File: src/sv/hit_charge_classify_undeflect_unit_assert.svh
// ----------------------------------------------------------------------------
// hit charge classify assertion macros
// shared property shapes for the charge classifier checks, clocked on clk
// and held off during rst
// ----------------------------------------------------------------------------
`ifndef HIT_CHARGE_CLASSIFY_UNDEFLECT_UNIT_ASSERT_SVH
`define HIT_CHARGE_CLASSIFY_UNDEFLECT_UNIT_ASSERT_SVH

// same-cycle implication
`define HCCU_ASSERT_IMPLY(lbl, ante, cons, msg) \
  lbl: assert property (@(posedge clk) disable iff (rst) (ante) |-> (cons)) \
    else $error(msg);

// next-cycle implication
`define HCCU_ASSERT_NEXT(lbl, ante, cons, msg) \
  lbl: assert property (@(posedge clk) disable iff (rst) (ante) |=> (cons)) \
    else $error(msg);

`endif

File: src/sv/hccu_pkg.sv
// ----------------------------------------------------------------------------
// hccu_pkg
// shared constants and types of the hit charge classifier
// ----------------------------------------------------------------------------
package hccu_pkg;

  localparam int NUM_CIRCLES  = 5;
  localparam int CHARGE_W     = 3;
  localparam int APB_ADDR_W   = 6;
  localparam int APB_DATA_W   = 64;
  localparam int OUT_TDATA_W  = 96;
  localparam int OUT_TUSER_W  = 4;

  // register index, taken from paddr[5:3]
  typedef enum logic [2:0] {
    REG_CIRCLE_ZERO  = 3'd0,
    REG_CIRCLE_ONE   = 3'd1,
    REG_CIRCLE_TWO   = 3'd2,
    REG_CIRCLE_THREE = 3'd3,
    REG_CIRCLE_FOUR  = 3'd4
  } hccu_reg_t;

  // load enables of the three lane stages
  typedef struct packed {
    logic s1;
    logic s2;
    logic s3;
  } hccu_stage_en_t;

endpackage

File: src/sv/hccu_circle_lane.sv
// ----------------------------------------------------------------------------
// hccu_circle_lane
// three-stage containment test of one hit against one circle
// ----------------------------------------------------------------------------
module hccu_circle_lane
  import hccu_pkg::*;
#(
  parameter int COORD_BITS = 12
) (
  input  logic                      clk,
  input  hccu_stage_en_t            en,
  input  logic [COORD_BITS-1:0]     hit_x,
  input  logic [COORD_BITS-1:0]     hit_y,
  input  logic [3*COORD_BITS-1:0]   circle,
  output logic                      in_circle
);

  localparam int CB = COORD_BITS;

  logic [CB-1:0]        cen_x;
  logic [CB-1:0]        cen_y;
  logic [CB-1:0]        rad;

  // stage 1: offsets
  logic signed [CB:0]   dx;
  logic signed [CB:0]   dy;
  logic [CB-1:0]        r1;

  // stage 2: squares
  logic signed [2*CB+1:0] dx_sq_full;
  logic signed [2*CB+1:0] dy_sq_full;
  logic [2*CB-1:0]      dx_sq;
  logic [2*CB-1:0]      dy_sq;
  logic [2*CB-1:0]      r_sq;

  assign cen_x = circle[3*CB-1:2*CB];
  assign cen_y = circle[2*CB-1:CB];
  assign rad   = circle[CB-1:0];

  assign dx_sq_full = dx * dx;
  assign dy_sq_full = dy * dy;

  always_ff @(posedge clk) begin
    if (en.s1) begin
      dx <= $signed({1'b0, hit_x}) - $signed({1'b0, cen_x});
      dy <= $signed({1'b0, hit_y}) - $signed({1'b0, cen_y});
      r1 <= rad;
    end
    if (en.s2) begin
      // squares are below 2**(2*CB), the top bits are zero
      dx_sq <= dx_sq_full[2*CB-1:0];
      dy_sq <= dy_sq_full[2*CB-1:0];
      r_sq  <= r1 * r1;
    end
    if (en.s3) begin
      in_circle <= ({1'b0, dx_sq} + {1'b0, dy_sq}) <= {1'b0, r_sq};
    end
  end

endmodule

File: config.mk
export PLATFORM = sky130hd
export DESIGN_NAME = hccu_circle_lane
export DESIGN_NICKNAME = d
export VERILOG_FILES = /design/src/sv/hit_charge_classify_undeflect_unit_assert.svh /design/src/sv/hccu_pkg.sv /design/src/sv/hccu_circle_lane.sv
export SDC_FILE = /design/constraint.sdc
export NUM_CORES = 1
export LEC_CHECK = 0
export BUFFER_PORTS_ARGS = -buffer_cell sky130_fd_sc_hd__buf_2
export CAP_MARGIN = 20
export CORE_AREA = 2 2 265 267
export CTS_BUF_LIST = sky130_fd_sc_hd__clkbuf_8
export DETAILED_ROUTE_END_ITERATION = 8
export DIE_AREA = 0 0 267 269
export SLEW_MARGIN = 40
export SYNTH_ARGS = -nofsm -noshare
export SYNTH_HDL_FRONTEND = slang
export SYNTH_SLANG_ARGS = --single-unit
File: constraint.sdc
create_clock -name clk -period 6.5 [get_ports clk]
set_clock_uncertainty 0.1 [all_clocks]
set_input_delay 0 -clock clk [delete_from_list [all_inputs] [get_ports clk]]
set_output_delay 0 -clock clk [all_outputs]
set_load 0.03 [all_outputs]
; Word-level counts from Yosys, hierarchy flattened
; Cells that the tools add are included.
[word_totals]
reg_bits = 111
output_inout_bits = 1
[classes]
n_addsub = 3
mul = 3
magnitude_cmp = 1
[op_table]
columns = cell, count
row1 = 13-bit by 13-bit multiplier with 24-bit output, 2
row2 = 12-bit by 12-bit subtractor with 13-bit output, 2
row3 = 24-bit by 24-bit adder with 25-bit output, 1
row4 = 25-bit by 24-bit <= comparator with 1-bit output, 1
row5 = 12-bit by 12-bit multiplier with 24-bit output, 1

; Logic depth before layout (Yosys ltp)
[depth]
depth_word = 2
depth_mapped = 23

; Worst setup path after synthesis
; No wires, ideal clock.
[synth_path]
kind = flip-flop to flip-flop
from = reg dy[3]
to = reg dy_sq[22], data pin
setup_time_ns = 0.180
arrival_ns = 5.490
t_required_ns = 6.220
setup_slack_ns = 0.730
path_stages_with_launch = 19
cell_sequence = edfxtp_1 -> clkbuf_1 -> nand2_1 -> fa_1 -> inv_1 -> fa_1 -> fa_1 -> fa_1 -> fa_1 -> fa_1 -> ha_1 -> or3_1 -> nor2_1 -> o211ai_1 -> a31oi_1 -> o21ai_1 -> o211ai_1 -> a21oi_1 -> o311ai_1
[synth_via]
elab_chain_len = 1
[synth_rtl]
columns = element, line_no
row1 = "start, declared", hccu_circle_lane.sv:26  ; logic signed [CB:0] dy;
row2 = "start signal, assigned", hccu_circle_lane.sv:46  ; dy <= $signed({1'b0, hit_y}) - $signed({1'b0, cen_y});
row3 = 13-bit by 13-bit multiplier with 24-bit output, hccu_circle_lane.sv:41  ; assign dy_sq_full = dy * dy;
row4 = via dy_sq_full[22], hccu_circle_lane.sv:31  ; logic signed [2*CB+1:0] dy_sq_full;
row5 = "end signal, assigned", hccu_circle_lane.sv:52  ; dy_sq <= dy_sq_full[2*CB-1:0];
row6 = "end, declared", hccu_circle_lane.sv:33  ; logic [2*CB-1:0] dy_sq;
; The timed path passes the listed nets, and every way through them passes these cells.
; A chain may end at the register's enable or synchronous reset.

; Worst setup path in the final report
[layout_path]
from = reg dy[2]
to = reg dy_sq[23], data pin
; The elaborated chain is that of the path after synthesis.

==> flow_summary.ini <==
[yosys]
synth_common_cells = inv_1, fa_1, ha_1
yosysSeqAreaShare_pct = 15.9
mappedNetlistArea_mm2 = 0.0205
synth_cell_types = 60
synth_ff_type = edfxtp_1
ys_top_cells_by_area = fa_1, ha_1, edfxtp_1
syn_avg_cell_area_um2 = 9.77
async_flop_share_pct = 0
synth_warnings = 0
yosysMostFrequentCell = inv_1
synth_edf_count = 108
yosys.area.top_type = fa_1
ys_ff_latch = 108
synth_top_area_share_pct = 33.6
synth_nets = 2768
syn_inst = 2094

[floorplanning]
num_io_pins = 65
coreArea_mm2 = 0.0693
die_h_um = 269
rows = 97
die_w_um = 267
die_area_mm2 = 0.0718
initial_core_util_pct = 29.5

[layout]
finish.utilization_pct = 32.9
drive_gt1_share_pct = 6.31
area_growth_pct = 11.4
final-seq-area_mm2 = 0.00324
n_antenna_cell = 0
multi_input_area_mm2 = 0.0151
fillers = 7141
fin_nets = 2886

[global_route]
grt_busiest_layer = met2
grt_pass1_wl_um = 71000
grt_max_degree = 70
gr-usage-met3_pct = 1.45
antenna_found_initial = 0
globalRouteMet1Util_pct = 15.4
track_usage_pct = 12.3
grt-ovfl-total = 0
met2_usage_pct = 22.7
grt_pass1_vias = 14900

[clock_tree]
cts_buffers = 9
clockBufferDepth = 2
htreeDepth = 3
clk_pin_slew_worst_paths_ps = 100
cts_sinks = 108
cts_tree = done
clk_latency_ps = 450
root_buffer = clkbuf_8
postCtsResizedCells = 0

[sta]
fin_crit_ps = 6090
hold_viol_final = 0
fmax_ghz = 0.164
setup-violations-final = 0
relSlewSlack_pct = 57.1
slew_viol_final = 0
worstMarginPinSlew_ps = 644
setup_tns_ps = 0
rsz0062_at_grt = false
fin_crit_sh_pct = 93.7

[setup_path]
cp-end-kind = flop
slowest_stage = edfxtp_1
crit_chain = and2_1 -> ha_1 -> xor2_1 -> fa_1 -> inv_1 -> fa_1 -> fa_1 -> fa_1 -> fa_1 -> ha_1 -> or3_1 -> a21oi_1 -> o21ai_0 -> a41oi_1 -> o21a_1 -> nand3_1 -> and3_1 -> a211oi_1
critPathLaunchType = flop
critical-path-max-stage-delay_ps = 610
crit_arrival_ps = 6230
cp_common_cell = fa_1
critical_path_class = flop to flop
worstPathRequired_ps = 6640
reg2reg_depth = 18
cp_max_fo = 12

[routing]
wire_per_inst_um = 12.9
remaining_drc_errors = 0
vias = 13800
postRouteAntennaNets = 0
drt_wl_total_um = 40900
first_iter_violations = 448
dr.pass1.iters = 5
vias_per_cell = 4.37

[placed_design]
place.gp.congestion = 0.835
hpwl_um = 34900
io_buffers = 64

[min_path]
hold_class = primary input to flop
min_path_cells = 4

[outcome]
status = complete, no violations

[job]
drv_cap = 0
## sequential cells by signal, indices dropped and copies added, names as in the netlist
register / cells
r1: 12
dx: 13
in_circle: 1
dy_sq: 23
dy: 13
dx_sq: 23
r_sq: 23
## layout make-up
| type | instances | area share, % |
|---|---|---|
| clock buffer | 9 | 0.544 |
| clock inverter | 7 | 0.308 |
| inverter | 521 | 8.58 |
| multi-input combinational | 1420 | 66.3 |
| sequential | 108 | 14.2 |
| tap | 940 | 5.16 |
| timing repair buffer | 152 | 4.90 |
## per-stage QoR
stage / cells / cell area [µm²] / hold WS (ps) / setup WS (ps)
6_report: 3157 / 22800 / 16.2 / 407
5_1_grt: 3157 / 22800 / 21.9 / 3.11
4_1_cts: 3142 / 22700 / 1.64 / 356
3_5_place_dp: 3078 / 22000 / 78.7 / 396
3_3_place_gp: 3078 / 22000 / 77.7 / 452
2_1_floorplan: 2094 / 20500 / -1.13 / 730
## placed cells by master (no fill, tap or decap), types with 9 or more instances in the layout
cell type / netlist / routed
and2_1: 91 / 91
nand3_1: 11 / 11
a21boi_0: 9 / 9
o21ai_0: 55 / 55
ha_1: 267 / 267
a21oi_1: 55 / 55
nor2b_1: 36 / 36
xnor2_1: 88 / 88
xor2_1: 32 / 32
nand2_1: 157 / 157
fa_1: 343 / 343
nand2b_1: 17 / 17
buf_4: 0 / 38
edfxtp_1: 108 / 108
buf_2: 0 / 64
clkbuf_8: 0 / 9
o21bai_1: 10 / 10
o21a_1: 10 / 10
and3_1: 10 / 10
nor3_1: 16 / 16
inv_1: 521 / 521
a21o_1: 30 / 30
dlygate4sd3_1: 0 / 48
a211oi_1: 9 / 9
nor2_1: 79 / 79
## logic make-up after synthesis
group                      Yosys count  synth area share [%]
and+or+nand+nor                    449                  10.8
DFF                                108                  15.9
AOI/OAI and AO/OA                  236                  7.66
xor gates and xnor gates           121                  5.25
adders and majority gates          610                  49.9
muxes                                4                 0.208
buffers and inverters              566                  10.4
## worst paths after layout
path / start / end / slack (ps)
setup / recovery: dy[2] / dy_sq[23] / 410
hold / removal: circle[17] / dy[5] / 20
setup reg to reg: dy[2] / dy_sq[23] / 410
hold reg to reg: dy[0] / dy_sq[0] / 630
## routing by layer
layer,up-vias,routed length [µm],share of wire (%)
met5,-,0,0
met1,6854,18300,45
li1,6770,-,-
met2,133,21100,52
met4,0,534,1.3
met3,30,873,2.1
## repair_timing
item / CTS / global route
hold buffers: 48 / 0
setup endpoints to repair: 0 / 4
setup buffers: 0 / 15
hold endpoints to repair: 33 / 0
## critical path: cells and delay by family (launching register included)
| kind | cells | cell delay [ps] |
|---|---|---|
| AOI/OAI and AO/OA | 5 | 1110 |
| buffers and inverters | 1 | 50 |
| and+or+nand+nor | 4 | 930 |
| DFF | 1 | 610 |
| xor gates and xnor gates | 1 | 180 |
| adders and majority gates | 7 | 2920 |
Power is left out: the tool's default activity adds up to more than one toggle a clock period on the data nets, which glitch-free logic cannot reach.
